==> config.mk <==
export PLATFORM = sky130hd
export DESIGN_NAME = plutd_cfg_flat
export DESIGN_NICKNAME = d
export VERILOG_FILES = /design/src/hdl/assert_macros.svh /design/src/hdl/plutd_pkg.sv /design/src/hdl/plutd_ifs.sv /design/src/hdl/plutd_cfg.sv /design/src/flat_wrapper.sv
export SDC_FILE = /design/constraint.sdc
export NUM_CORES = 1
export LEC_CHECK = 0
export ABC_AREA = 1
export BUFFER_PORTS_ARGS = -buffer_cell sky130_fd_sc_hd__buf_2
export CAP_MARGIN = 30
export CORE_MARGIN = 5
export CORE_UTILIZATION = 52
export DETAILED_ROUTE_END_ITERATION = 6
export HOLD_SLACK_MARGIN = 0.02
export PLACE_DENSITY = 0.88
export SYNTH_ARGS = -nofsm -noshare
export SYNTH_HDL_FRONTEND = slang
export SYNTH_SLANG_ARGS = --single-unit
==> constraint.sdc <==
create_clock -name clk -period 2 [get_ports clk]
set_clock_uncertainty 0.05 [all_clocks]
set_input_delay 0 -clock clk [delete_from_list [all_inputs] [get_ports clk]]
set_output_delay 0 -clock clk [all_outputs]
set_load 0.005 [all_outputs]
==> src/hdl/assert_macros.svh <==
// Assertion macros used by the palette decoder back end.
`ifndef ASSERT_MACROS_SVH
`define ASSERT_MACROS_SVH

// Check a property on every rising clock edge outside reset.
`define PLUTD_ASSERT(lbl, clk, rst_n, prop, msg) \
    lbl: assert property (@(posedge clk) disable iff (!rst_n) (prop)) \
        else $error(msg);

// Check that a condition never holds outside reset.
`define PLUTD_NEVER(lbl, clk, rst_n, cond, msg) \
    lbl: assert property (@(posedge clk) disable iff (!rst_n) !(cond)) \
        else $error(msg);

`endif

==> src/hdl/plutd_pkg.sv <==
// Types, constants and register codes of the palette decoder.
`timescale 1ns / 1ps
package plutd_pkg;

    // Field widths
    localparam int CMD_W      = 1;
    localparam int TADDR_W    = 12;
    localparam int VALUE_W    = 64;
    localparam int BYTE_W     = 8;
    localparam int CHAN_W     = 12;
    localparam int WIDTH_W    = 3;
    localparam int CHCOUNT_W  = 13;
    localparam int STRIDE_W   = 13;
    localparam int ELEM_W     = 24;
    localparam int CFG_IDX_W  = 3;
    localparam int CFG_DATA_W = 24;

    // Bit buffer of the unpacker and its fill count
    localparam int BUF_W = 14;
    localparam int CNT_W = 4;

    // Queue between front and back
    localparam int QUEUE_DEPTH = 2;

    // Defaults of the top level parameters
    localparam int DEF_TABLE_DEPTH    = 4096;
    localparam int DEF_MAX_INDEX_BITS = 7;
    localparam int DEF_COUNT_BITS     = 24;

    // Register reset values
    localparam logic [WIDTH_W-1:0]   RST_INDEX_WIDTH   = 3'd4;
    localparam logic [CHCOUNT_W-1:0] RST_CHANNEL_COUNT = 13'd1;
    localparam logic [ELEM_W-1:0]    RST_PER_CHANNEL   = 24'd1;
    localparam logic                 RST_INTERLEAVED   = 1'b0;
    localparam logic [STRIDE_W-1:0]  RST_TABLE_STRIDE  = 13'd16;
    localparam logic [ELEM_W-1:0]    RST_ELEMENT_COUNT = 24'd1;

    // Item commands
    typedef enum logic [CMD_W-1:0] {
        CMD_LOAD = 1'b0,
        CMD_BYTE = 1'b1
    } cmd_e_t;

    // Configuration register indexes
    typedef enum logic [CFG_IDX_W-1:0] {
        CFG_INDEX_WIDTH   = 3'd0,
        CFG_CHANNEL_COUNT = 3'd1,
        CFG_PER_CHANNEL   = 3'd2,
        CFG_INTERLEAVED   = 3'd3,
        CFG_TABLE_STRIDE  = 3'd4,
        CFG_ELEMENT_COUNT = 3'd5
    } cfg_index_t;

    // Register file contents
    typedef struct packed {
        logic [WIDTH_W-1:0]   index_width;
        logic [CHCOUNT_W-1:0] channel_count;
        logic [ELEM_W-1:0]    per_channel_elements;
        logic                 interleaved_channels;
        logic [STRIDE_W-1:0]  table_stride;
        logic [ELEM_W-1:0]    element_count;
    } cfg_t;

    // Register write event as seen on the port
    typedef struct packed {
        logic                  valid;
        logic [CFG_IDX_W-1:0]  index;
        logic [CFG_DATA_W-1:0] data;
    } cfg_wr_t;

    // One queued input item
    typedef struct packed {
        cmd_e_t              command;
        logic [TADDR_W-1:0]  table_address;
        logic [VALUE_W-1:0]  table_value;
        logic [BYTE_W-1:0]   packed_byte;
    } entry_t;

endpackage

==> src/hdl/plutd_ifs.sv <==


interface plutd_cfg_if;
    logic                              valid;
    logic                              ready;
    logic [plutd_pkg::CFG_IDX_W-1:0]   index;
    logic [plutd_pkg::CFG_DATA_W-1:0]  data;

    modport source (output valid, index, data, input ready);
    modport sink   (input valid, index, data, output ready);
endinterface

==> src/hdl/plutd_cfg.sv <==
// Configuration register file of the palette decoder.
`timescale 1ns / 1ps
module plutd_cfg
(
    input  logic               clk,
    input  logic               rst_n,
    plutd_cfg_if.sink          cfg,
    output plutd_pkg::cfg_t    regs,
    output plutd_pkg::cfg_wr_t wr
);

    plutd_pkg::cfg_t regs_reg;
    plutd_pkg::cfg_t regs_next;

    // Take every write at once
    assign cfg.ready = 1'b1;

    // Publish the write event so the back end can react in the same cycle
    always_comb
    begin
        wr.valid = cfg.valid;
        wr.index = cfg.index;
        wr.data  = cfg.data;
    end

    // Decode the register index, ignore indexes beyond the list
    always_comb
    begin
        regs_next = regs_reg;
        if (cfg.valid)
        begin
            case (cfg.index)
                plutd_pkg::CFG_INDEX_WIDTH:
                    regs_next.index_width = cfg.data[plutd_pkg::WIDTH_W-1:0];
                plutd_pkg::CFG_CHANNEL_COUNT:
                    regs_next.channel_count = cfg.data[plutd_pkg::CHCOUNT_W-1:0];
                plutd_pkg::CFG_PER_CHANNEL:
                    regs_next.per_channel_elements = cfg.data[plutd_pkg::ELEM_W-1:0];
                plutd_pkg::CFG_INTERLEAVED:
                    regs_next.interleaved_channels = cfg.data[0];
                plutd_pkg::CFG_TABLE_STRIDE:
                    regs_next.table_stride = cfg.data[plutd_pkg::STRIDE_W-1:0];
                plutd_pkg::CFG_ELEMENT_COUNT:
                    regs_next.element_count = cfg.data[plutd_pkg::ELEM_W-1:0];
                default:
                    regs_next = regs_reg;
            endcase
        end
    end

    always_ff @(posedge clk or negedge rst_n)
    begin
        if (!rst_n)
        begin
            regs_reg.index_width          <= plutd_pkg::RST_INDEX_WIDTH;
            regs_reg.channel_count        <= plutd_pkg::RST_CHANNEL_COUNT;
            regs_reg.per_channel_elements <= plutd_pkg::RST_PER_CHANNEL;
            regs_reg.interleaved_channels <= plutd_pkg::RST_INTERLEAVED;
            regs_reg.table_stride         <= plutd_pkg::RST_TABLE_STRIDE;
            regs_reg.element_count        <= plutd_pkg::RST_ELEMENT_COUNT;
        end
        else
        begin
            regs_reg <= regs_next;
        end
    end

    assign regs = regs_reg;

endmodule

==> src/flat_wrapper.sv <==
// flat-port wrapper written by rule: the top's interface ports become plain ports
module plutd_cfg_flat 
  (clk, rst_n, regs, wr, cfg_valid, cfg_index, cfg_data, cfg_ready);
  plutd_cfg_if cfg_i ();
  input  logic clk;
  input  logic rst_n;
  output plutd_pkg::cfg_t regs;
  output plutd_pkg::cfg_wr_t wr;
  input wire logic [$bits(cfg_i.valid)-1:0] cfg_valid;
  input wire logic [$bits(cfg_i.index)-1:0] cfg_index;
  input wire logic [$bits(cfg_i.data)-1:0] cfg_data;
  output wire logic [$bits(cfg_i.ready)-1:0] cfg_ready;
  assign cfg_i.valid = cfg_valid;
  assign cfg_i.index = cfg_index;
  assign cfg_i.data = cfg_data;
  assign cfg_ready = cfg_i.ready;
  plutd_cfg u_core (.clk(clk), .rst_n(rst_n), .cfg(cfg_i), .regs(regs), .wr(wr));
endmodule
Yosys cells after proc, flatten, opt, wreduce, memory -nomap -nowiden
Index checks and enable logic that the tools add are counted.

Logic and storage cells: 18. Input port bits: 30. Output and inout port bits: 107. Register bits: 78.

Reduce and logical (&&, ||, !) cells: 7. Equality and inequality tests: 5.

Operators with widths (number): $reduce_and A2 Y1 (6); $eq A3 B2 Y1 const B (2); $eq A3 B3 Y1 const B (2); $eq A3 B1 Y1 const B (1); $logic_not A3 Y1 (1).

Depth between registers and ports, before layout
Gate-level depths: netlist of run 1.

Depth in word-level cells: 2. Mapped depth: 6. Depth with buffers taken out: 5.

Worst setup path before layout of run 1
Ideal clock, no wire load.

Path type: input to register. From: in cfg_index[0]. To: reg u_core.regs_reg, in the netlist u_core.regs[26]. Path slack: 1.224 ns. Required time: 1.834 ns. Arrival time: 0.609 ns. Stages: 5. Setup time: 0.116 ns. Buffers on the path: 1. Cell sequence: nor2_2 > nand2_2 > buf_2 > nand2_1 > nand2_1.

Longest elaborated chain between the ends: 2.

Ends and longest elaborated chain: from (decl) (RTL line flat_wrapper.sv:10) `input wire logic [$bits(cfg_i.index)-1:0] cfg_index;`; $eq A3 B3 Y1 (RTL line plutd_cfg.sv:32) `case (cfg.index)`; $reduce_and A2 Y1 (no source line); to (signal assigned) (RTL line plutd_cfg.sv:64) `regs_reg <= regs_next;`; to (decl) (RTL line plutd_cfg.sv:12) `plutd_pkg::cfg_t regs_reg;`.

Every way passes these cells. A chain may end at the register's enable or synchronous reset.

Worst setup path after layout of run 1
From: in cfg_index[1]. To: reg u_core.regs_reg, in the netlist u_core.regs[9].

The elaborated chain is that of the path after synthesis.

==> results of run 1 <==
-- through the flow --
stage	power [uW]	cells	hold WS (ns)
6_report	4043	594	0.05786
5_1_grt	4300	594	0.06492
4_1_cts	4072	594	0.04466
3_5_place_dp	2905	551	-0.06508
3_3_place_gp	2859	551	-0.07271
2_1_floorplan	2423	378	-0.3456
-- critical path: cells and delay by family --
family	cells	cell delay, ns
buf+inv	2	0.70
simple gates	4	0.95
-- synth_stat cells --
master / n
conb_1: 1
clkbuf_1: 1
nand3_1: 54
buf_2: 13
nand2_2: 3
nor2_4: 3
nor2_2: 2
dfrtp_1: 73
dfstp_2: 5
nand2_1: 186
buf_4: 32
inv_2: 2
inv_1: 3
-- cell usage in the layout, fill, tap and decap left out --
master / netlist / layout
bufinv_16: 0 / 1
nor2_2: 2 / 2
clkinv_2: 0 / 3
nand2_1: 186 / 186
nand3_1: 54 / 54
nand2_2: 3 / 3
inv_1: 3 / 3
nor2_4: 3 / 3
buf_4: 32 / 7
clkbuf_8: 0 / 9
inv_2: 2 / 2
conb_1: 1 / 1
dfrtp_1: 73 / 73
clkbuf_1: 1 / 1
dlygate4sd3_1: 0 / 27
buf_2: 13 / 134
clkinv_4: 0 / 2
dfstp_2: 5 / 5
buf_12: 0 / 1
-- worst paths after layout --
check / startpoint / end / slack, ns
worst max-delay path: cfg_index[1] / u_core.regs[9] / 0.52
worst min-delay path: cfg_index[0] / u_core.regs[37] / 0.06
worst max register to register: u_core.regs[0] / u_core.regs[0] / 1.22
worst min register to register: u_core.regs[53] / u_core.regs[53] / 0.42
max in group asynchronous: rst_n / u_core.regs[2] / 1.21
min in group asynchronous: rst_n / u_core.regs[29] / 0.10
-- per-layer routing --
metal	wire, um	global-route usage	up-vias
li1	-	-	1423
met5	0	0	-
met1	3879	0.3186	1449
met4	53	0.06700	0
met2	4535	0.3689	154
met3	793	0.06344	5
-- area by class of cell --
class / instances / share of cell area
clock inverter: 6 / 0.01450
timing repair buffer: 169 / 0.2349
inverter: 5 / 0.004350
sequential: 78 / 0.4539
multi-input combinational: 249 / 0.2404
clock buffer: 10 / 0.02958
tap: 77 / 0.02233
-- power groups by stage --
stage	Clock, uW	Combinational, uW	Sequential, uW
2_1_floorplan	0	332	2090
3_3_place_gp	0	792	2070
3_5_place_dp	0	834	2070
4_1_cts	1150	871	2050
5_1_grt	1240	973	2090
6_report	1130	861	2050
-- kinds of logic after synthesis --
kind of cell           share of synthesized area
DFF                                       0.5892
other                                   0.001128
buffers and inverters                    0.09864
and+or+nand+nor                           0.3110
-- what timing repair did --
action,CTS,global route
hold buffers,27,0
setup buffers,0,0
endpoints found under the hold margin,156,0
endpoints found under the setup margin,0,0
==> results.md, run 1 <==
* Outcome: finished, final reports clean
* Die H at between 80 and 90 um
* Power share of the combinational group at 0.213
* Crit path largest cell delay at 0.53 ns
* Sequential Power Share at 0.508
* Drt first pass iters at 6
* GR Overflow Total at 0
* Num CTS Buffers at 9
* CTS tree: done
* Int Pwr at between 2000 and 3000 uW
* Root buf cell: clkbuf_8
* N_diodes at 0
* Largest net degree at the start of global routing at 44
* Core Footprint at 0.006277 mm^2
* Hold depth at 5
* Die area at just over 0.008 mm^2
* Worst IR drop on VDD at roughly 0.58 mV
* Filler Cells Inserted at around 480
* Dpl ws at 0.6691 ns
* NumNets Final at between 500 and 600
* Residual DRC at 0
* FF+latch count, synth at 78
* Hold Vio Cnt, Final at 0
* Synthesized area at between 0.003 and 0.004 mm^2
* Yosys top cell by area: dfrtp_1
* All-Layer GR Usage at 0.2338
* Fraction of layout cells with a size suffix above 1 at 0.3327
* Hold crit path type: primary input to flop
* Yosys top cell area share at 0.5497
* Final Cell Area at roughly 0.0043 mm^2
* Setup_tns at 0 ns
* Ranking of synthesized cells by area: dfrtp_1, nand2_1, nand3_1
* Leakage at ~0.0025 uW
* Power Dens Cells at around 940 mW/mm^2
* Row cnt at 29
* Total of max-cap violations at 0
* Clk sinks at a little under 80
* Initial DRC Count at 176
* Vias per cell at 5.103
* Final setup fails at 0
* Average size of a mapped cell at 8.792 um^2
* Via count at 3031
* Sequential share of the synthesized area at 0.5892
* H-tree depth at 3
* First-pass GRT wire length at around 15 mm
* Cell variety after synth at 13
* Multi-input gate area at 0.001037 mm^2
* I/O Pins at 137
* YS warnings at 0
* CP Class: primary input to flop
* Routed wire length at between 9 and 10 mm
* Final Max Slew Viols at 0
* Critical Path Source Type: primary input
* Final Core Density at 0.6873
* Routability congestion estimate at 0.8056
* Initial Utilization at 0.5294
* Final min period at 1.484 ns
* Switching share of power at 0.2921
* IO buf count at 135
* Area after DPL at between 0.003 and 0.004 mm^2
* Fin crit share at 0.7420
* Max reg flops at 78
* Initial antenna violation count at 0
* Deepest clock path buffer count at 2
* Worst path most repeated cell: nand2_1
* Gate Count Post-Synth at 378
* Post-CTS Resized at 0
* Worst EP arrival at about 1.7 ns
* Critical path's slowest cell: dlygate4sd3_1
* Req. time, crit path at 2.17 ns
* Routed wire per std cell at 15.59 um
* Cells on worst reg2reg path at 2
* Clock power share at 0.279
* Critical path endpoint category: flop
* Register Area at 0.001958 mm^2
* PnR worst setup slack at approximately 0.52 ns
* Largest driver fanout on the critical path at 24
* Cell chain of the critical path: dlygate4sd3_1 > buf_2 > nor2_4 > nand2_2 > nand2_1 > nand2_1
* RSZ-0062 raised after global routing: false
* DRT antenna net count at 0
* Placed wire-length estimate at 6.175 mm
* Top achievable clock speed at 0.6738 GHz
* Clock latency on the worst-skew pair at around 0.32 ns
* Vias in the first global route at 3003
* Area grow syn2layout at 29.82%
* Clock transition at the registers of the reported paths at ~0.08 ns
* Post-Synthesis Net Count at 408
* P_sw at 1181 uW
* Die X at approximately 90 um
Note: power is estimated with default switching activity, not from simulation.
==> run 2, diff against run 1 <==
--- a/config.mk
+++ b/config.mk
@@ -9,10 +9,10 @@
 export BUFFER_PORTS_ARGS = -buffer_cell sky130_fd_sc_hd__buf_2
 export CAP_MARGIN = 30
 export CORE_MARGIN = 5
-export CORE_UTILIZATION = 52
+export CORE_UTILIZATION = 43
 export DETAILED_ROUTE_END_ITERATION = 6
 export HOLD_SLACK_MARGIN = 0.02
-export PLACE_DENSITY = 0.88
+export PLACE_DENSITY = 0.79
 export SYNTH_ARGS = -nofsm -noshare
 export SYNTH_HDL_FRONTEND = slang
 export SYNTH_SLANG_ARGS = --single-unit
==> constraint.sdc (replaced) <==
create_clock -name clk -period 1.35 [get_ports clk]
set_clock_uncertainty 0.05 [all_clocks]
set_input_delay 0 -clock clk [delete_from_list [all_inputs] [get_ports clk]]
set_output_delay 0 -clock clk [all_outputs]
set_load 0.005 [all_outputs]
==> results.md, run 2 (same netlist as run 1, synthesis figures left out) <==
* Outcome: finished, final reports clean (unchanged)
* Critical path endpoint category: flop (unchanged)
* CP Class: primary input to flop (unchanged)
* Hold crit path type: primary input to flop (unchanged)
* Die area at 0.009586 mm^2 (was 0.008089 mm^2)
* Leakage at 0.002536 uW (was 0.002511 uW)
* Fraction of layout cells with a size suffix above 1 at 0.3378 (was 0.3327)
* Die H at 97.91 um (was 89.94 um)
* PnR worst setup slack at 0.1404 ns (was 0.5159 ns)
* WHS at 0.02828 ns (was 0.05786 ns)
* Initial antenna violation count at 0 (unchanged)
* Residual DRC at 0 (unchanged)
* Setup_tns at 0 ns (unchanged)
* Worst flop-to-flop path startpoint: u_core.regs[0] (unchanged)
* Final setup fails at 0 (unchanged)
* Row cnt at 32 (was 29)
* Clk sinks at 78 (unchanged)
* Setup bufs post-CTS at 0 (unchanged)
* Largest net degree at the start of global routing at 79 (was 44)
* Final min period at approximately 1.2 ns
* Vias in the first global route at 2934 (was 3003)
* Routed wire length at 9.219 mm (was 9.261 mm)
* Worst Tran Pin Value at between 0.4 and 0.5 ns
* Largest driver fanout on the critical path at 24 (unchanged)
* I/O Pins at 137 (unchanged)
* Fin crit share at 0.8960
* Deepest clock path buffer count at 2 (unchanged)
* Critical Path Source Type: primary input (unchanged)
* Num CTS Buffers at 9 (unchanged)
* Reg2reg setup slack at 0.57 ns (was 1.22 ns)
* Top achievable clock speed at 0.8267 GHz
* Most frequent cells in the layout: nand2_1, buf_2, dfrtp_1, nand3_1, dlygate4sd3_1 (unchanged)
* First-pass GRT wire length at 15.06 mm (was 15.37 mm)
* Hold Vio Cnt, Final at 0 (unchanged)
* Initial DRC Count at 99 (was 176)
* Root buf cell: clkbuf_8 (unchanged)
* Worst IR drop on VDD at 0.6531 mV (was 0.5750 mV)
* GR Overflow Total at 0 (unchanged)
* Core Footprint at 0.007607 mm^2 (was 0.006277 mm^2)
* CTS tree: done (unchanged)
* Placed wire-length estimate at 6.179 mm (was 6.175 mm)
* N_diodes at 0 (unchanged)
* Clock latency on the worst-skew pair at 0.32 ns (about the same)
* Dpl ws at 0.1873 ns (was 0.6691 ns)
* Hold depth at 5 (unchanged)
* All-Layer GR Usage at 0.1946 (was 0.2338)
* Via count at 2938 (was 3031)
* Drt first pass iters at 4 (was 6)
* Power Dens Cells at 1393 mW/mm^2 (was 937.1 mW/mm^2)
* Max-slew headroom at 0.6689
* Worst EP arrival at 1.37 ns (was 1.66 ns)
* Cells on worst reg2reg path at 2 (unchanged)
* H-tree depth at 3 (unchanged)
* Die X at 97.91 um (was 89.94 um)
* Clock transition at the registers of the reported paths at 0.08 ns (about the same)
* Req. time, crit path at 1.51 ns (was 2.17 ns)
* Routability congestion estimate at 0.7763 (was 0.8056)
* Commonest non-fill, non-tap cell in the layout: nand2_1 (unchanged)
* IO buf count at 135 (unchanged)
* NumNets Final at 544 (was 542)
* Final Max Slew Viols at 0 (unchanged)
* Routed wire per std cell at 14.87 um (was 15.59 um)
* Area grow syn2layout at 31.81% (was 29.82%)
* FF-to-FF End: u_core.regs[0] (unchanged)
* Hold path startpoint: cfg_index[0] (unchanged)
* DRT antenna net count at 0 (unchanged)
* Worst setup path startpoint: cfg_index[1] (unchanged)
* Hold Path End: u_core.regs[37] (unchanged)
* RSZ-0062 raised after global routing: false (unchanged)
* Vias per cell at 4.739 (was 5.103)
* Total of max-cap violations at 0 (unchanged)
* Initial Utilization at 0.4368 (was 0.5294)
* Max reg flops at 78 (unchanged)
## run 2: changes by cell type in the layout (fill, tap and decap cells not counted), sizes merged
| cell | previous run | this run |
|---|---|---|
| dlygate4sd3 | 27 | 26 |
| clkinvlp | 0 | 1 |
| clkbuf | 10 | 12 |
| clkinv | 5 | 1 |
| buf | 142 | 145 |
## run 2: through the flow
step / cells / instance area [um^2] / util / total power (uW)
after floorplan: 378 / 3323 / - / 3589
after detailed placement: 579 / 3908 / 0.5137 / 4307
final: 620 / 4380 / 0.5758 / 6100
after CTS: 620 / 4375 / 0.5752 / 6160
after global placement: 579 / 3908 / 0.5137 / 4255
after global routing: 620 / 4380 / 0.5758 / 6454
## run 2: worst max-delay path by stage
stage | end | slack [ns]
4_1_cts | u_core.regs[56] | 0.12
6_report | u_core.regs[6] | 0.14
3_3_place_gp | u_core.regs[21] | 0.27
3_5_place_dp | u_core.regs[6] | 0.19
5_1_grt | u_core.regs[1] | 0.04
2_1_floorplan | u_core.regs[26] | 0.57
## run 2: timing repair
item | CTS | global route
hold buffers | 26 | 0
resized for setup | 0 | 1
hold endpoints to repair | 156 | 0
endpoints found under the setup margin | 0 | 16
## run 2: per-layer routing
metal | vias up | part of all wire | global-route usage
li1 | 1423 | - | -
met1 | 1395 | 0.44 | 0.2527
met2 | 116 | 0.48 | 0.3267
met3 | 4 | 0.079 | 0.05000
met4 | 0 | 0.0040 | 0.04792
met5 | - | 0 | 0
## run 2: layout make-up
cell class	count	area (um^2)
flip-flops and latches	78	1958
inverters	5	18.77
fillers	717	3227
clock inverters	3	42.54
multi-input cells	249	1042
well taps	102	127.6
repair buffers	171	1026
clock buffers	12	165.2
## run 2: where the power goes
part / leakage (uW) / internal (uW) / switching [uW]
sequential: 0.000971 / 2790 / 249
combinational: 0.00146 / 600 / 670
clock: 0.000104 / 993 / 795
total: 0.00254 / 4390 / 1710
## run 2: worst max-delay path: stages
cell           delay [ns]
dlygate4sd3_1        0.54
buf_2                0.17
nor2_4               0.14
nand2_2              0.31
nand2_1              0.15
nand2_1              0.07
==> run 3, diff against run 2 <==
--- a/config.mk
+++ b/config.mk
@@ -8,6 +8,7 @@
 export ABC_AREA = 1
 export BUFFER_PORTS_ARGS = -buffer_cell sky130_fd_sc_hd__buf_2
 export CAP_MARGIN = 30
+export CORE_ASPECT_RATIO = 1.75
 export CORE_MARGIN = 5
 export CORE_UTILIZATION = 43
 export DETAILED_ROUTE_END_ITERATION = 6
==> results.md, run 3 (same netlist as run 1, synthesis figures left out) <==
* Root buf cell: clkbuf_16 (was clkbuf_8)
* Die X at 76.46 um (was 97.91 um)
* Area grow syn2layout at 36.63% (was 31.81%)
* GR Overflow Total at 0 (unchanged)
* Critical path's slowest cell: dlygate4sd3_1 (unchanged)
* Clk sinks at 78 (unchanged)
* DRT antenna net count at 0 (unchanged)
* Deepest clock path buffer count at 2 (unchanged)
* First-pass GRT wire length at 15.75 mm (was 15.06 mm)
* Fraction of layout cells with a size suffix above 1 at 0.3391 (was 0.3378)
* RSZ-0062 raised after global routing: false (unchanged)
* Met2 Usage GRT at 0.3515 (was 0.3267)
* Req. time, crit path at 1.57 ns (was 1.51 ns)
* Initial antenna violation count at 0 (unchanged)
* I/O Pins at 137 (unchanged)
* Most frequent cells in the layout: nand2_1, buf_2, dfrtp_1, nand3_1, dlygate4sd3_1 (unchanged)
* Via count at 3022 (was 2938)
* Hold Vio Cnt, Final at 0 (unchanged)
* Outcome: finished, final reports clean (unchanged)
* IO buf count at 135 (unchanged)
* Final setup fails at 0 (unchanged)
* Setup bufs post-CTS at 0 (unchanged)
* Die H at 126.3 um (was 97.91 um)
* Area after DPL at 0.003882 mm^2 (was 0.003908 mm^2)
* Max reg flops at 78 (unchanged)
* Final Max Slew Viols at 0 (unchanged)
* All-Layer GR Usage at 0.2038 (was 0.1946)
* CP Class: primary input to flop (unchanged)
* Hold crit path type: primary input to flop (unchanged)
* Power Dens Cells at 1615 mW/mm^2 (was 1393 mW/mm^2)
* Post-route non-filler standard cell count at 607 (was 620)
* Vias per cell at 4.979 (was 4.739)
* Met3 usage at 0.04752 (was 0.05000)
* Cell chain of the critical path: buf_2 > dlygate4sd3_1 > nor2_4 > buf_6 > nand3_1 > nand2_1 (was dlygate4sd3_1 > buf_2 > nor2_4 > nand2_2 > nand2_1 > nand2_1)
* CP delay by family, top: buffers and inverters (unchanged)
* Setup_tns at 0 ns (unchanged)
* Routed wire per std cell at 15.89 um (was 14.87 um)
* Commonest non-fill, non-tap cell in the layout: nand2_1 (unchanged)
* Critical path endpoint category: flop (unchanged)
* Critical Path Source Type: primary input (unchanged)
* Cell count after placement at 564 (was 579)
* Critical path buffers and inverters at 3 (was 2)
* NumNets Final at 544 (unchanged)
* Worst IR drop on VDD at 1.080 mV (was 0.6531 mV)
* Initial DRC Count at 183 (was 99)
* Initial Utilization at 0.4392 (was 0.4368)
* Num CTS Buffers at 9 (unchanged)
* Fin crit share at 0.9151 (was 0.8960)
* Residual DRC at 0 (unchanged)
* Core Footprint at 0.007567 mm^2 (was 0.007607 mm^2)
* Die area at 0.009656 mm^2 (was 0.009586 mm^2)
* Placed wire-length estimate at 6.630 mm (was 6.179 mm)
* Row cnt at 42 (was 32)
* Vias in the first global route at 3076 (was 2934)
* Total of max-cap violations at 0 (unchanged)
* Final Core Density at 0.6000 (was 0.5758)
* Worst EP arrival at 1.45 ns (was 1.37 ns)
* CTS tree: done (unchanged)
* H-tree depth at 3 (unchanged)
* Top achievable clock speed at 0.8095 GHz (was 0.8267 GHz)
* Drt first pass iters at 5 (was 4)
* Largest driver fanout on the critical path at 24 (unchanged)
* N_diodes at 0 (unchanged)
* WHS at 0.04136 ns (was 0.02828 ns)
* Crit path largest cell delay at 0.59 ns (was 0.54 ns)
* Clock transition at the registers of the reported paths at 0.06 ns (was 0.08 ns)
* Leakage at 0.002620 uW (was 0.002536 uW)
* Final Cell Area at 0.004541 mm^2 (was 0.004380 mm^2)
* Gr busiest metal: met2 (unchanged)
* Routability congestion estimate at 0.7925 (was 0.7763)
* Largest net degree at the start of global routing at 79 (unchanged)
* GR met1 Demand/Resource at 0.2376 (was 0.2527)
* Clock latency on the worst-skew pair at 0.32 ns (about the same)
* Final min period at 1.235 ns (was 1.210 ns)
* Routed wire length at 9.647 mm (was 9.219 mm)
==> run 3: cell type report <==
type | count | area (um^2)
well taps | 88 | 110.1
fillers | 652 | 3027
clock buffers | 10 | 239.0
flip-flops and latches | 78 | 1958
multi-input cells | 249 | 1050
clock inverters | 6 | 132.6
inverters | 5 | 18.77
repair buffers | 171 | 1032
==> run 3: worst paths after layout <==
| path | startpoint | end | slack [ns] | cells after the start |
|---|---|---|---|---|
| max | cfg_index[2] | u_core.regs[48] | 0.11 | 6 |
| min | cfg_index[0] | u_core.regs[45] | 0.04 | 4 |
| max reg2reg | u_core.regs[38] | u_core.regs[38] | 0.57 | 2 |
| min reg2reg | u_core.regs[66] | u_core.regs[66] | 0.42 | 2 |
| min in group asynchronous | rst_n | u_core.regs[17] | 0.17 | 3 |
| max in group asynchronous | rst_n | u_core.regs[28] | 0.69 | 3 |
==> run 3: tightest hold or removal path: stages <==
cell and delay (ns):
buf_2 0.17, nor2_4 0.10, nand3_1 0.07, nand2_1 0.05
==> run 3: per-stage QoR <==
stage	worst slack [ns]	power (uW)
3_5_place_dp	0.1848	4320
3_3_place_gp	0.2345	4276
5_1_grt	0.01977	7670
4_1_cts	0.03118	7367
2_1_floorplan	0.5741	3589
6_report	0.1147	7331
==> run 3: per-layer routing <==
| metal | vias to the layer above | wire length [um] | share of wire |
|---|---|---|---|
| met5 | - | 0 | 0 |
| met4 | 0 | 297 | 0.031 |
| met3 | 18 | 678 | 0.070 |
| met2 | 138 | 4962 | 0.51 |
| met1 | 1439 | 3709 | 0.38 |
| li1 | 1427 | - | - |
==> run 3: what timing repair did <==
| item | in CTS | in global routing |
|---|---|---|
| hold endpoints to repair | 156 | 0 |
| hold buffers | 27 | 0 |
| endpoints found under the setup margin | 0 | 36 |
| resized for setup | 0 | 4 |
==> run 3: power by group <==
| part | switching [uW] | internal [uW] | total (uW) | leakage (uW) |
|---|---|---|---|---|
| clock | 947 | 2040 | 2990 | 0.000179 |
| sequential | 247 | 2800 | 3040 | 0.000971 |
| combinational | 698 | 602 | 1300 | 0.00147 |
