## src/hdl/assert_macros.svh

```systemverilog
// Assertion macros used by the palette decoder back end.
`ifndef ASSERT_MACROS_SVH
`define ASSERT_MACROS_SVH

// Check a property on every rising clock edge outside reset.
`define PLUTD_ASSERT(lbl, clk, rst_n, prop, msg) \
    lbl: assert property (@(posedge clk) disable iff (!rst_n) (prop)) \
        else $error(msg);

// Check that a condition never holds outside reset.
`define PLUTD_NEVER(lbl, clk, rst_n, cond, msg) \
    lbl: assert property (@(posedge clk) disable iff (!rst_n) !(cond)) \
        else $error(msg);

`endif

```

## src/hdl/plutd_pkg.sv

```systemverilog
// Types, constants and register codes of the palette decoder.
`timescale 1ns / 1ps
package plutd_pkg;

    // Field widths
    localparam int CMD_W      = 1;
    localparam int TADDR_W    = 12;
    localparam int VALUE_W    = 64;
    localparam int BYTE_W     = 8;
    localparam int CHAN_W     = 12;
    localparam int WIDTH_W    = 3;
    localparam int CHCOUNT_W  = 13;
    localparam int STRIDE_W   = 13;
    localparam int ELEM_W     = 24;
    localparam int CFG_IDX_W  = 3;
    localparam int CFG_DATA_W = 24;

    // Bit buffer of the unpacker and its fill count
    localparam int BUF_W = 14;
    localparam int CNT_W = 4;

    // Queue between front and back
    localparam int QUEUE_DEPTH = 2;

    // Defaults of the top level parameters
    localparam int DEF_TABLE_DEPTH    = 4096;
    localparam int DEF_MAX_INDEX_BITS = 7;
    localparam int DEF_COUNT_BITS     = 24;

    // Register reset values
    localparam logic [WIDTH_W-1:0]   RST_INDEX_WIDTH   = 3'd4;
    localparam logic [CHCOUNT_W-1:0] RST_CHANNEL_COUNT = 13'd1;
    localparam logic [ELEM_W-1:0]    RST_PER_CHANNEL   = 24'd1;
    localparam logic                 RST_INTERLEAVED   = 1'b0;
    localparam logic [STRIDE_W-1:0]  RST_TABLE_STRIDE  = 13'd16;
    localparam logic [ELEM_W-1:0]    RST_ELEMENT_COUNT = 24'd1;

    // Item commands
    typedef enum logic [CMD_W-1:0] {
        CMD_LOAD = 1'b0,
        CMD_BYTE = 1'b1
    } cmd_e_t;

    // Configuration register indexes
    typedef enum logic [CFG_IDX_W-1:0] {
        CFG_INDEX_WIDTH   = 3'd0,
        CFG_CHANNEL_COUNT = 3'd1,
        CFG_PER_CHANNEL   = 3'd2,
        CFG_INTERLEAVED   = 3'd3,
        CFG_TABLE_STRIDE  = 3'd4,
        CFG_ELEMENT_COUNT = 3'd5
    } cfg_index_t;

    // Register file contents
    typedef struct packed {
        logic [WIDTH_W-1:0]   index_width;
        logic [CHCOUNT_W-1:0] channel_count;
        logic [ELEM_W-1:0]    per_channel_elements;
        logic                 interleaved_channels;
        logic [STRIDE_W-1:0]  table_stride;
        logic [ELEM_W-1:0]    element_count;
    } cfg_t;

    // Register write event as seen on the port
    typedef struct packed {
        logic                  valid;
        logic [CFG_IDX_W-1:0]  index;
        logic [CFG_DATA_W-1:0] data;
    } cfg_wr_t;

    // One queued input item
    typedef struct packed {
        cmd_e_t              command;
        logic [TADDR_W-1:0]  table_address;
        logic [VALUE_W-1:0]  table_value;
        logic [BYTE_W-1:0]   packed_byte;
    } entry_t;

endpackage

```

## src/hdl/plutd_ifs.sv

```systemverilog
// Handshake channels of the palette decoder: input items, results, register writes.
`timescale 1ns / 1ps

interface plutd_in_if;
    logic                              valid;
    logic                              ready;
    logic [plutd_pkg::CMD_W-1:0]       command;
    logic [plutd_pkg::TADDR_W-1:0]     table_address;
    logic [plutd_pkg::VALUE_W-1:0]     table_value;
    logic [plutd_pkg::BYTE_W-1:0]      packed_byte;

    modport source (output valid, command, table_address, table_value, packed_byte,
                    input ready);
    modport sink   (input valid, command, table_address, table_value, packed_byte,
                    output ready);
endinterface


```

## src/hdl/plutd_front.sv

```systemverilog
// Front end: accepts input items, tags them by command and queues them for the back end.
`timescale 1ns / 1ps
module plutd_front
(
    input  logic              clk,
    input  logic              rst_n,
    plutd_in_if.sink          items,
    output logic              head_valid,
    output plutd_pkg::entry_t head,
    input  logic              head_pop
);

    localparam int PTR_W = $clog2(plutd_pkg::QUEUE_DEPTH);
    localparam int CNT_W = $clog2(plutd_pkg::QUEUE_DEPTH + 1);

    plutd_pkg::entry_t slot_reg [plutd_pkg::QUEUE_DEPTH];
    logic [PTR_W-1:0]  wr_ptr_reg;
    logic [PTR_W-1:0]  wr_ptr_next;
    logic [PTR_W-1:0]  rd_ptr_reg;
    logic [PTR_W-1:0]  rd_ptr_next;
    logic [CNT_W-1:0]  fill_reg;
    logic [CNT_W-1:0]  fill_next;
    logic              push;
    logic              pop;
    plutd_pkg::entry_t incoming;

    // Accept while a slot is free
    assign items.ready = (fill_reg != CNT_W'(plutd_pkg::QUEUE_DEPTH));
    assign push        = items.valid && items.ready;
    assign pop         = head_pop && head_valid;

    // Classify the item by its command bit
    always_comb
    begin
        incoming.command       = (items.command == plutd_pkg::CMD_BYTE) ?
                                 plutd_pkg::CMD_BYTE : plutd_pkg::CMD_LOAD;
        incoming.table_address = items.table_address;
        incoming.table_value   = items.table_value;
        incoming.packed_byte   = items.packed_byte;
    end

    // Advance pointers and fill level
    always_comb
    begin
        wr_ptr_next = wr_ptr_reg;
        rd_ptr_next = rd_ptr_reg;
        fill_next   = fill_reg;
        if (push)
        begin
            wr_ptr_next = (wr_ptr_reg == PTR_W'(plutd_pkg::QUEUE_DEPTH - 1)) ?
                          '0 : wr_ptr_reg + PTR_W'(1);
        end
        if (pop)
        begin
            rd_ptr_next = (rd_ptr_reg == PTR_W'(plutd_pkg::QUEUE_DEPTH - 1)) ?
                          '0 : rd_ptr_reg + PTR_W'(1);
        end
        if (push && !pop)
        begin
            fill_next = fill_reg + CNT_W'(1);
        end
        else if (pop && !push)
        begin
            fill_next = fill_reg - CNT_W'(1);
        end
    end

    always_ff @(posedge clk or negedge rst_n)
    begin
        if (!rst_n)
        begin
            wr_ptr_reg <= '0;
            rd_ptr_reg <= '0;
            fill_reg   <= '0;
        end
        else
        begin
            wr_ptr_reg <= wr_ptr_next;
            rd_ptr_reg <= rd_ptr_next;
            fill_reg   <= fill_next;
        end
    end

    // Store the item payload
    always_ff @(posedge clk)
    begin
        if (push)
        begin
            slot_reg[wr_ptr_reg] <= incoming;
        end
    end

    assign head_valid = (fill_reg != '0);
    assign head       = slot_reg[rd_ptr_reg];

endmodule

```

## src/flat_wrapper.sv

```systemverilog
// flat-port wrapper written by rule: the top's interface ports become plain ports
module plutd_front_flat 
  (clk, rst_n, head_valid, head, head_pop, items_valid, items_command, items_table_address, items_table_value, items_packed_byte, items_ready);
  plutd_in_if items_i ();
  input  logic clk;
  input  logic rst_n;
  output logic head_valid;
  output plutd_pkg::entry_t head;
  input  logic head_pop;
  input wire logic [$bits(items_i.valid)-1:0] items_valid;
  input wire logic [$bits(items_i.command)-1:0] items_command;
  input wire logic [$bits(items_i.table_address)-1:0] items_table_address;
  input wire logic [$bits(items_i.table_value)-1:0] items_table_value;
  input wire logic [$bits(items_i.packed_byte)-1:0] items_packed_byte;
  output wire logic [$bits(items_i.ready)-1:0] items_ready;
  assign items_i.valid = items_valid;
  assign items_i.command = items_command;
  assign items_i.table_address = items_table_address;
  assign items_i.table_value = items_table_value;
  assign items_i.packed_byte = items_packed_byte;
  assign items_ready = items_i.ready;
  plutd_front u_core (.clk(clk), .rst_n(rst_n), .items(items_i), .head_valid(head_valid), .head(head), .head_pop(head_pop));
endmodule
```

## config.mk

```make
export PLATFORM = sky130hd
export DESIGN_NAME = plutd_front_flat
export DESIGN_NICKNAME = d
export VERILOG_FILES = /design/src/hdl/assert_macros.svh /design/src/hdl/plutd_pkg.sv /design/src/hdl/plutd_ifs.sv /design/src/hdl/plutd_front.sv /design/src/flat_wrapper.sv
export SDC_FILE = /design/constraint.sdc
export NUM_CORES = 1
export LEC_CHECK = 0
export BUFFER_PORTS_ARGS = -buffer_cell sky130_fd_sc_hd__buf_4
export CORE_UTILIZATION = 40
export CTS_BUF_LIST = sky130_fd_sc_hd__clkbuf_4 sky130_fd_sc_hd__clkbuf_8 sky130_fd_sc_hd__clkbuf_16
export DETAILED_ROUTE_END_ITERATION = 7
export PLACE_DENSITY = 0.69
export SLEW_MARGIN = 0
export SYNTH_ARGS = -nofsm -noshare
export SYNTH_HDL_FRONTEND = slang
export SYNTH_SLANG_ARGS = --single-unit
```

## constraint.sdc

```tcl
create_clock -name clk -period 9.13 [get_ports clk]
set_input_delay 0.4565 -clock clk [delete_from_list [all_inputs] [get_ports clk]]
set_output_delay 0.4565 -clock clk [all_outputs]
set_load 0.02 [all_outputs]
```

# --- After elaboration in Yosys (flattened, before gate mapping) ---
# Memory sizes are Yosys's and may differ from the RTL's.
# Index checks and enable logic that the tools add are counted.
word_totals:
  register_bits: 4
  latchBits: 0
  ram_bits: 170
  mem_bits_ro: 0
  in_bits: 89
  out_inout_bits: 87
  wordCells: 24
  n_memories: 1
mem_list:
  columns: ["memory", "words", "word_bits", "rd", "rd_clocked_by_memory_dff", "wr", "line_no", "text"]
  rows:
  - ["u_core.slot_reg", 2, 85, 1, 0, 1, "plutd_front.sv:16", "plutd_pkg::entry_t slot_reg [plutd_pkg::QUEUE_DEPTH];"]
classes:
  n_addsub: 4
  mul: 0
  div_mod_pow: 0
  order_cmp: 0
  eq_ne: 1
  n_shift: 0
  mux: 7
  bitwise_logic: 0
  n_reduce_logical: 8
ops:
  columns: ["op", "count"]
  rows:
  - ["$mux W1", 5]
  - ["$logic_and A1 B1 Y1", 4]
  - ["$mux W2", 2]
  - ["$reduce_bool A2 Y1", 2]
  - ["$add A1 B1 Y1 const B", 2]
  - ["$add A2 B1 Y2 const B", 1]
  - ["$logic_not A1 Y1", 2]
  - ["$ne A2 B2 Y1 const B", 1]
  - ["$sub A2 B1 Y2 const B", 1]

# --- Longest topological paths before layout ---
# Gate-level depths: netlist of run 1.
depth:
  ltp_word: 6
  mapped_depth: 7
  ltp_nobuf: 7

# --- Worst setup path after synthesis of run 1 ---
# No wires, ideal clock.
synth_timing:
  path_type: "reg2reg"
  from: "reg u_core.fill_reg[0]"
  to: "mem u_core.slot_reg[0][0] in the netlist's numbering, enable pin"
  setup_time_ps: 529
  arrival_time_ps: 4342
  required_ps: 8601
  path_slack_ps: 4259
  path_stages_with_launch: 4
  path_buffers: 0
  period_less_slack_ps: 4871
  path_cell_list: "dfrtp_1 > nand2b_1 > nand2_1 > nor2_1"
synth_between:
  elab_chain_cells: 4
synth_rtl:
  columns: ["item", "line_no", "text"]
  rows:
  - ["start, declared", "plutd_front.sv:21", "logic [CNT_W-1:0] fill_reg;"]
  - ["start signal, assigned", "plutd_front.sv:80", "fill_reg <= fill_next;"]
  - ["$ne A2 B2 Y1", "plutd_front.sv:28", "assign items.ready = (fill_reg != CNT_W'(plutd_pkg::QUEUE_DEPTH));"]
  - ["via items_ready", "flat_wrapper.sv:15", "output wire logic [$bits(items_i.ready)-1:0] items_ready;"]
  - ["$logic_and A1 B1 Y1", "plutd_front.sv:29", "assign push = items.valid && items.ready;"]
  - ["$mux W1", "plutd_front.sv:87", "if (push)"]
  - ["$mux W1 (implied by the code)", "plutd_front.sv:89", "slot_reg[wr_ptr_reg] <= incoming;"]
  - ["end, declared", "plutd_front.sv:16", null]
# The timed path passes the listed nets, and every way through them passes these cells.

==> reports/results.txt, run 1 <==
Sink Count: 174
CP Launch Point: u_core.rd_ptr_reg
MaxCap Viol Count: 0
Power per Cell Area: 332 nW/um^2
CTS tree: done
Routed WL per cell: 16.6 microns
critical path arrival: 2.61 ns
Final Setup Violations: 0
Total GRT Usage: 13.9%
max incr delay on CP: 0.81 ns
Area growth syn-to-layout: 31.4%
clk root buf: clkbuf_16
H-Tree Depth: 4
Die Y: 130 microns
worst hold path stage count: 1
Syn Area/Cell: 23.1 sq um
final worst path period need: 3.06 ns
#FFs+latches synth: 174
CP most frequent cell: buf_4
Slew @ Worst Pin: 1.09 ns
R2R cell count: 4
starting density of the core: 41.1%
Worst Hold Class: input pin to flip-flop
Vias: 3216
Crit-path slowest cell: buf_4
DRC viols: 0
Rows: 46
routability congestion estimate: 0.672
Crit Path Class: flip-flop to output port
Clock Skews: 0.00578 ns
largest net degree at the start of global routing: 59
CTS buffer count: 17
Synth area leader: edfxtp_1
CP startpoint kind: flip-flop
CP max FO: 58
Vias per Instance: 4.59
Antenna Cells: 0
Total Power: 0.00285 W
status: completed
Gate Count Post-Synth: 283
WP data required: 8.67 ns
vias in the first global route: 3357
CP Cell Sequence: buf_4, mux2_2, buf_4
Fin. Hold Viols: 0
Seq/Total Area, Yosys: 79.7%
die area: 16800 sq um
clock-pin slew on the worst setup and hold paths: 0.06 ns
r2r endpoint: u_core.slot_reg[0][48]
LEAKAGE: 3.30 nW
Net Count, Synth: 373
TNS Setup: 0 ns
Initial DRT Pass Iterations: 4
HPWL after DPL: 7540 microns
max FFs per register: 170
post-CTS resize count: 0
First DRT Iteration DRCs: 180
CTS max path bufs: 2
I/O pins: 176
initial antenna violation count: 0
worst-skew pair later-pin latency: 0.41 ns
period utilization: 33.5%
first-pass GRT wire length: 17000 microns
GRT overflow: 0
hold_sp: items_table_value[50]
synth warn: 0
nets@finish: 561
Antenna Violating Nets Remaining: 0
port bufs: 175
fin. max-slew vios: 0
Slew headroom: 27.3%
CP bufs+invs: 2
core area: 15900 sq um
RR Startpoint: u_core.fill_reg[0]
Critical Path Sink Type: output port
Yosys top cell area share: 78.1%
Finished Layout Cells: 700
mapped cell area: 6530 sq um
WHS Endpoint: u_core.slot_reg[0][58]
share of cells above drive strength 1: 61.6%
worst reg2reg setup slack: 6.48 ns
f_max: 327 MHz
Synth area leaders: edfxtp_1 78%, mux2_4 9.2%, mux2_2 7.8%, dfrtp_1 1.5%, buf_12 1.2%
Die Wd: 130 microns
Yosys cell types: 17
post-CTS setup buffer count: 0
# placed instances: 667
Routed Wire Length: 11600 microns
Max IR drop VDD: 180 uV
RSZ-0062 raised after global routing: no
CP delay by family, top: buffers and inverters
logic make-up (layout without fill, tap and decap cells):
group                    after synthesis  after routing  share of synthesized area [%]
XOR/XNOR                               5              5                          0.670
multiplexers                          85             85                           17.0
buffers and inverters                 11            212                           1.99
adder cells (fa/ha/maj)                1              1                          0.192
AND/OR/NAND/NOR                        7              7                          0.517
flip-flops                           174            174                           79.7
cells in the final DEF (no fill, tap or decap), types with 2 or more instances in the layout:
cell type	count
inv_6	2
clkinvlp_4	5
buf_4	178
edfxtp_1	170
xor2_1	2
mux2_2	45
xnor2_1	3
dfrtp_1	3
nand2_1	2
clkbuf_16	17
clkinv_2	5
mux2_4	40
cells in the mapped netlist:
cell      number
xnor2_1        3
edfxtp_1     170
nor2_1         2
ha_1           1
buf_8          1
buf_2          4
buf_12         4
inv_1          1
mux2_4        40
xor2_1         2
nand2b_1       1
and3_1         1
mux2_2        45
nand2_1        2
dfrtp_1        4
or2_2          1
buf_6          1
timing repair:
action                                  in CTS  in global routing
hold buffers                                 1                  0
endpoints found under the setup margin       0                  0
hold endpoints to repair                     4                  0
report_power, final:
| part | total [W] | internal, W | switching (W) | leakage, nW |
|---|---|---|---|---|
| logic | 0.00102 | 0.000487 | 0.000535 | 1.41 |
| registers | 0.00116 | 0.00110 | 0.0000684 | 1.62 |
| clock network | 0.000662 | 0.000373 | 0.000289 | 0.259 |
| total | 0.00285 | 0.00196 | 0.000893 | 3.30 |
worst max path at each step:
stage | cells after the start | slack, ns | end
finish | 3 | 6.07 | head[56]
global route | 3 | 5.94 | head[73]
CTS | 3 | 6.03 | head[56]
detailed placement | 4 | 6.38 | u_core.slot_reg[0][22]
global placement | 4 | 6.44 | u_core.slot_reg[0][63]
floorplan | 3 | 4.26 | u_core.slot_reg[0][0]
layout make-up:
class | instances | area (sq um)
clock inverters | 15 | 123
fillers | 1265 | 7300
repair buffers | 179 | 1350
inverters | 1 | 3.75
flip-flops and latches | 174 | 5210
multi-input cells | 98 | 1210
clock buffers | 17 | 425
well taps | 216 | 270
stage by stage:
stage                     area (sq um)  utilization [%]  setup WS, ns  hold WS (ns)
after CTS                         8590             54.1          6.03         0.201
after global placement            8030             50.5          6.44         0.255
after floorplan                   6530                -          4.26         0.161
final                             8590             54.1          6.07         0.223
after detailed placement          8030             50.5          6.38         0.262
after global routing              8590             54.1          5.94         0.199
per-layer routing:
| layer | vias to the layer above | global-route usage [%] | part of all wire, % |
|---|---|---|---|
| met1 | 1568 | 16.4 | 40 |
| met4 | 0 | 4.99 | 0.97 |
| met2 | 143 | 22.8 | 50 |
| met3 | 12 | 5.90 | 9.3 |
| met5 | - | 0 | 0 |
| li1 | 1493 | - | - |
Power figures use the tool's default switching activity.
==> run 2, diff against run 1 <==
--- a/config.mk
+++ b/config.mk
@@ -5,11 +5,12 @@
 export SDC_FILE = /design/constraint.sdc
 export NUM_CORES = 1
 export LEC_CHECK = 0
+export ABC_AREA = 1
 export BUFFER_PORTS_ARGS = -buffer_cell sky130_fd_sc_hd__buf_4
 export CORE_UTILIZATION = 40
 export CTS_BUF_LIST = sky130_fd_sc_hd__clkbuf_4 sky130_fd_sc_hd__clkbuf_8 sky130_fd_sc_hd__clkbuf_16
 export DETAILED_ROUTE_END_ITERATION = 7
-export PLACE_DENSITY = 0.69
+export PLACE_DENSITY = 0.71
 export SLEW_MARGIN = 0
 export SYNTH_ARGS = -nofsm -noshare
 export SYNTH_HDL_FRONTEND = slang
==> constraint.sdc (replaced) <==
create_clock -name clk -period 2.6 [get_ports clk]
set_input_delay 0.13 -clock clk [delete_from_list [all_inputs] [get_ports clk]]
set_output_delay 0.13 -clock clk [all_outputs]
set_load 0.02 [all_outputs]
==> run 2 against run 1 <==
Compared with the run above:
- flip-flop and latch count is the same
- critical path depth is 2 higher
- routed wire length grew 19%
- largest cell class unchanged
- largest power group unchanged
- clock skew is 0.0041 ns higher
- total power grew to 3.6 times the previous value
- first-iteration DRC count rose by 63%
- sequential power grew to 3.4 times the previous value
- clock-buffer cell count increased by 4
- die area shrank 1.7%
- worst setup slack worse by 5.6 ns
==> reports/results.txt, run 2 <==
status: completed
Die Wd: 129 microns
fin. max-slew vios: 0
H-Tree Depth: 4
LEAKAGE: 3.95 nW
Simple-Gate Fraction of Synth Area: 15.9%
post-layout util: 60.3%
EDFF count, synth: 170
r2r endpoint: u_core.slot_reg[0][2]
max FFs per register: 170
Initial DRT Pass Iterations: 4
critical path arrival: 2.03 ns
Clock Skews: 0.00992 ns
max incr delay on CP: 0.66 ns
I/O pins: 176
routability congestion estimate: 0.703
synth cell count leaders: 265 x nand2_1, 170 x edfxtp_1, 11 x buf_2, 6 x buf_6, 6 x inv_1
CP delay by family, top: buffers and inverters
CP max FO: 84
Synth area leaders: edfxtp_1 80%, nand2_1 16%, dfrtp_1 1.6%, buf_6 1.1%, buf_2 0.86%
period utilization: 82.9%
largest family of logic cells by synthesized area: simple AND/OR/NAND/NOR gates
Antenna Violating Nets Remaining: 0
Power per Cell Area: 1090 nW/um^2
Routed Wire Length: 13800 microns
CP startpoint kind: flip-flop
RSZ-0062 raised after global routing: no
Crit Path Class: flip-flop to output port
final worst path period need: 2.16 ns
Finished Layout Cells: 963
# placed instances: 844
Critical Path Sink Type: output port
Adder-Cell Fraction of Synth Area: 0.195%
Final Setup Violations: 0
Seq/Total Area, Yosys: 81.1%
WP data required: 2.47 ns
first-pass GRT wire length: 21000 microns
final hold slack: 0.0609 ns
worst-skew pair later-pin latency: 0.42 ns
Vias: 4351
nets@finish: 829
clock-pin slew on the worst setup and hold paths: 0.06 ns
RR Startpoint: u_core.fill_reg[0]
commonest non-fill, non-tap cell in the layout: nand2_1
Design Area, Final: 9310 sq um
placed cell area: 7930 sq um
GRT overflow: 0
Vias per Instance: 4.52
Area growth syn-to-layout: 45.0%
f_max: 464 MHz
Yosys cell types: 14
CTS buffer count: 17
Yosys top cell area share: 79.5%
clk root buf: clkbuf_16
worst reg2reg setup slack: 0.86 ns
Post-Synth XOR/XNOR Area: 0.273%
mux contribution to synthesized area: 0%
Multi-input gate area: 1060 sq um
CP bufs+invs: 3
starting density of the core: 41.6%
mapped cell area: 6420 sq um
port bufs: 175
DRC viols: 0
Synth area leader: edfxtp_1
Slew headroom: 37.3%
Register Area: 5210 sq um
layout filler cell count: 1236
most numerous cell in the Yosys netlist: nand2_1
die area: 16600 sq um
Total GRT Usage: 17.1%
asr flop ratio synth: 2.30%
Max IR drop VDD: 608 uV
most frequent cells in the layout: 265 x nand2_1, 177 x buf_4, 170 x edfxtp_1, 87 x dlygate4sd3_1, 17 x clkbuf_16
Die Y: 129 microns
Top FF cell, synth: edfxtp_1
largest net degree at the start of global routing: 87
Syn Area/Cell: 13.6 sq um
Routed WL per cell: 14.4 microns
core area: 15400 sq um
MaxCap Viol Count: 0
TNS Setup: 0 ns
CTS max path bufs: 2
initial antenna violation count: 0
Rows: 45
Sink Count: 174
Compound-Gate Fraction of Synth Area: 0%
CP Cell Sequence: inv_2, buf_4, nand2_1, nand2_1, buf_4
share of cells above drive strength 1: 28.0%
Net Count, Synth: 563
Fin. Hold Viols: 0
synth warn: 0
HPWL after DPL: 7860 microns
Slew @ Worst Pin: 0.941 ns
Worst Hold Class: input pin to asynchronous set/reset pin
Gate Count Post-Synth: 473
#FFs+latches synth: 174
First DRT Iteration DRCs: 294
CTS tree: done
vias in the first global route: 4452
Crit-path slowest cell: buf_4
R2R cell count: 5
## run 2: cell count changes in the layout (fill, tap and decap cells not counted), sizes merged, moves of 2 or more
cell | previous run | this run
clkbuf | 17 | 21
clkinvlp | 5 | 2
dlygate4sd3 | 1 | 87
inv | 3 | 7
mux2 | 85 | 0
nand2 | 2 | 265
nand3 | 0 | 2
xnor2 | 3 | 1
## run 2: cell type report
type / instances / area share (%)
antenna: 1 / 0.0269
clock buffer: 21 / 4.89
clock inverter: 10 / 0.538
inverter: 7 / 0.282
multi-input combinational: 273 / 11.4
sequential: 174 / 55.9
tap: 211 / 2.84
timing repair buffer: 266 / 24.1
## run 2: power breakdown
group	switching [W]	internal, W
combinational	0.00254	0.00144
sequential	0.000159	0.00384
clock	0.000945	0.00124
total	0.00364	0.00652
## run 2: how the worst max path moves through the flow
stage / start / endpoint / slack, ns / cells past startpoint
after global routing: u_core.rd_ptr_reg / head[18] / 0.26 / 5
after detailed placement: u_core.rd_ptr_reg / head[18] / 0.85 / 5
after global placement: u_core.rd_ptr_reg / head[44] / 0.92 / 5
final: u_core.rd_ptr_reg / head[73] / 0.44 / 5
after floorplan: u_core.fill_reg[0] / u_core.slot_reg[0][0] / -0.83 / 4
after CTS: u_core.rd_ptr_reg / head[18] / 0.40 / 5
## run 2: stage by stage
stage,total power [W],setup WS [ns]
2_1_floorplan,0.00639,-0.826
3_3_place_gp,0.00790,0.923
3_5_place_dp,0.00798,0.854
4_1_cts,0.0103,0.404
5_1_grt,0.0107,0.259
6_report,0.0102,0.443
## run 2: kinds of logic after synthesis
family                   count (synthesis)
XOR/XNOR                                 2
AND/OR/NAND/NOR                        270
adder cells (fa/ha/maj)                  1
buffers and inverters                   26
flip-flops                             174
## run 2: metal layers
layer | GRT usage, % | up-vias | part of all wire (%)
met5 | 0 | - | 0
met2 | 29.8 | 170 | 51
li1 | - | 2119 | -
met3 | 4.45 | 34 | 5.9
met1 | 19.6 | 2028 | 40
met4 | 8.72 | 0 | 2.5
## run 2: timing repair
action / 4_1_cts / 5_1_grt
gates resized for setup: 0 / 0
buffers inserted: 0 / 0
hold buffers: 86 / 1
hold endpoints to repair: 174 / 1
==> run 3, diff against run 2 <==
--- a/config.mk
+++ b/config.mk
@@ -5,12 +5,12 @@
 export SDC_FILE = /design/constraint.sdc
 export NUM_CORES = 1
 export LEC_CHECK = 0
-export ABC_AREA = 1
+export ABC_AREA = 0
 export BUFFER_PORTS_ARGS = -buffer_cell sky130_fd_sc_hd__buf_4
 export CORE_UTILIZATION = 40
 export CTS_BUF_LIST = sky130_fd_sc_hd__clkbuf_4 sky130_fd_sc_hd__clkbuf_8 sky130_fd_sc_hd__clkbuf_16
 export DETAILED_ROUTE_END_ITERATION = 7
-export PLACE_DENSITY = 0.71
+export PLACE_DENSITY = 0.69
 export SLEW_MARGIN = 0
 export SYNTH_ARGS = -nofsm -noshare
 export SYNTH_HDL_FRONTEND = slang
==> constraint.sdc (replaced) <==
create_clock -name clk -period 2.1 [get_ports clk]
set_input_delay 0.105 -clock clk [delete_from_list [all_inputs] [get_ports clk]]
set_output_delay 0.105 -clock clk [all_outputs]
set_load 0.02 [all_outputs]
==> run 3 against run 2 <==
Compared with the run above:
- sequential power increased by 26%
- non-clock buffer count is 4 higher
- global-route usage decreased by 1.9 points
- design area rose by 3.2%
- clock skew is essentially flat
- total power rose by 27%
- worst setup slack worse by 0.36 ns
- flip-flop and latch count did not move
- clock-buffer cell count fell by 3
- routed wire length fell by 8.4%
- worst hold slack gained 0.35 ns
- die area increased by 1.8%
==> reports/results.txt, run 3 (synthesis results as in run 1) <==
status: completed
port bufs: 175
Worst Setup EP: head[14]
Critical Path Sink Type: output port
First DRT Iteration DRCs: 153
Antenna Cells: 0
Total GRT Usage: 15.3%
Register Area: 5210 sq um
first-pass GRT wire length: 18700 microns
final worst path period need: 2.02 ns
Fin. Hold Viols: 0
WP data required: 2.00 ns
r2r endpoint: u_core.slot_reg[0][18]
Crit-path slowest cell: dfrtp_4
GRT overflow: 0
RSZ-0062 raised after global routing: no
die area: 16800 sq um
initial antenna violation count: 1
f_max: 496 MHz
Sink Count: 174
Worst Hold Class: input pin to flip-flop
clk root buf: clkbuf_16
core area: 15900 sq um
routability congestion estimate: 0.693
Slew headroom: 67.5%
critical path arrival: 1.91 ns
H-Tree Depth: 4
largest net degree at the start of global routing: 86
Routed Wire Length: 12700 microns
Area growth syn-to-layout: 47.1%
Clock Skews: 0.0102 ns
CTS buffer count: 17
vias in the first global route: 3848
RR Startpoint: u_core.fill_reg[0]
CTS max path bufs: 2
layout filler cell count: 1222
max FFs per register: 170
CP startpoint kind: flip-flop
CTS tree: done
Vias per Instance: 4.55
Power per Cell Area: 1350 nW/um^2
TNS Setup: 0 ns
Antenna Violating Nets Remaining: 0
HPWL after DPL: 7420 microns
DRC viols: 0
I/O pins: 176
starting density of the core: 41.1%
most frequent cells in the layout: 176 x buf_4, 170 x edfxtp_1, 90 x dlygate4sd3_1, 45 x mux2_2, 40 x mux2_4
worst-skew pair later-pin latency: 0.42 ns
commonest non-fill, non-tap cell in the layout: buf_4
hold_sp: items_table_value[22]
Initial DRT Pass Iterations: 4
Routed WL per cell: 16.0 microns
worst reg2reg setup slack: 0.50 ns
period utilization: 96.0%
Rows: 46
CP Cell Sequence: buf_12, mux2_2, buf_4
Max IR drop VDD: 1110 uV
fin. max-slew vios: 0
Final Setup Violations: 0
Die Wd: 130 microns
Total Power: 0.0129 W
share of cells above drive strength 1: 52.3%
nets@finish: 652
Die Y: 130 microns
max incr delay on CP: 0.64 ns
clock-pin slew on the worst setup and hold paths: 0.07 ns
Multi-input gate area: 1220 sq um
Vias: 3600
Crit Path Class: flip-flop to output port
CP Launch Point: u_core.rd_ptr_reg
Slew @ Worst Pin: 0.487 ns
CP max FO: 32
R2R cell count: 4
MaxCap Viol Count: 0
LEAKAGE: 3.73 nW
final hold slack: 0.408 ns
==> run 3: cell types whose count changed in the layout (fill, tap and decap cells not counted), moves of 3 or more <==
cell and change:
nand2_1 -264, mux2_2 +45, mux2_4 +40, inv_1 -5, bufinv_16 +3, clkbuf_4 -3
dlygate4sd3_1 +3, inv_6 +3
==> run 3: repair_timing <==
action / CTS / global route
hold buffers: 90 / 0
setup endpoints to repair: 0 / 0
resized for setup: 0 / 0
setup buffers: 0 / 0
hold endpoints to repair: 176 / 0
==> run 3: routing by layer <==
| metal | GRT usage, % | wire (microns) | part of all wire (%) | up-vias |
|---|---|---|---|---|
| li1 | - | - | - | 1681 |
| met2 | 26.6 | 6540 | 52 | 124 |
| met1 | 17.1 | 5070 | 40 | 1770 |
| met5 | 0 | 16 | 0.13 | - |
| met3 | 4.92 | 786 | 6.2 | 23 |
| met4 | 6.77 | 256 | 2.0 | 2 |
==> run 3: where the power goes <==
group | switching (W) | total [W] | internal [W]
registers | 0.000298 | 0.00505 | 0.00476
clock network | 0.00126 | 0.00315 | 0.00188
logic | 0.00241 | 0.00474 | 0.00232
==> run 3: final cells by class <==
class,instances,area share [%]
sequential,174,54.2
multi-input combinational,98,12.7
clock buffer,18,4.51
timing repair buffer,270,24.0
inverter,1,0.0391
tap,216,2.81
clock inverter,14,1.72
==> run 3: how the worst min path moves through the flow <==
stage,end,slack [ns],cells after the start
finish,u_core.slot_reg[1][30],0.41,2
global route,u_core.slot_reg[0][27],0.40,2
CTS,u_core.slot_reg[1][75],0.39,2
detailed placement,u_core.fill_reg[0],-0.09,1
global placement,u_core.fill_reg[0],-0.1,1
floorplan,u_core.fill_reg[0],-0.19,0
==> run 3: critical path: cells and delay by family, from the launching register on <==
family	cells	cell delay (ns)
buffers and inverters	2	0.43
DFF	1	0.64
muxes	1	0.38
==> run 3: through the flow <==
stage	instances	utilization [%]	cell area (sq um)	worst slack, ns
after floorplan	283	-	6560	-0.232
after global placement	669	51.0	8110	0.524
after detailed placement	669	51.0	8110	0.511
after CTS	791	60.5	9610	0.0495
after global routing	791	60.5	9610	0.000113
final	791	60.5	9610	0.0833
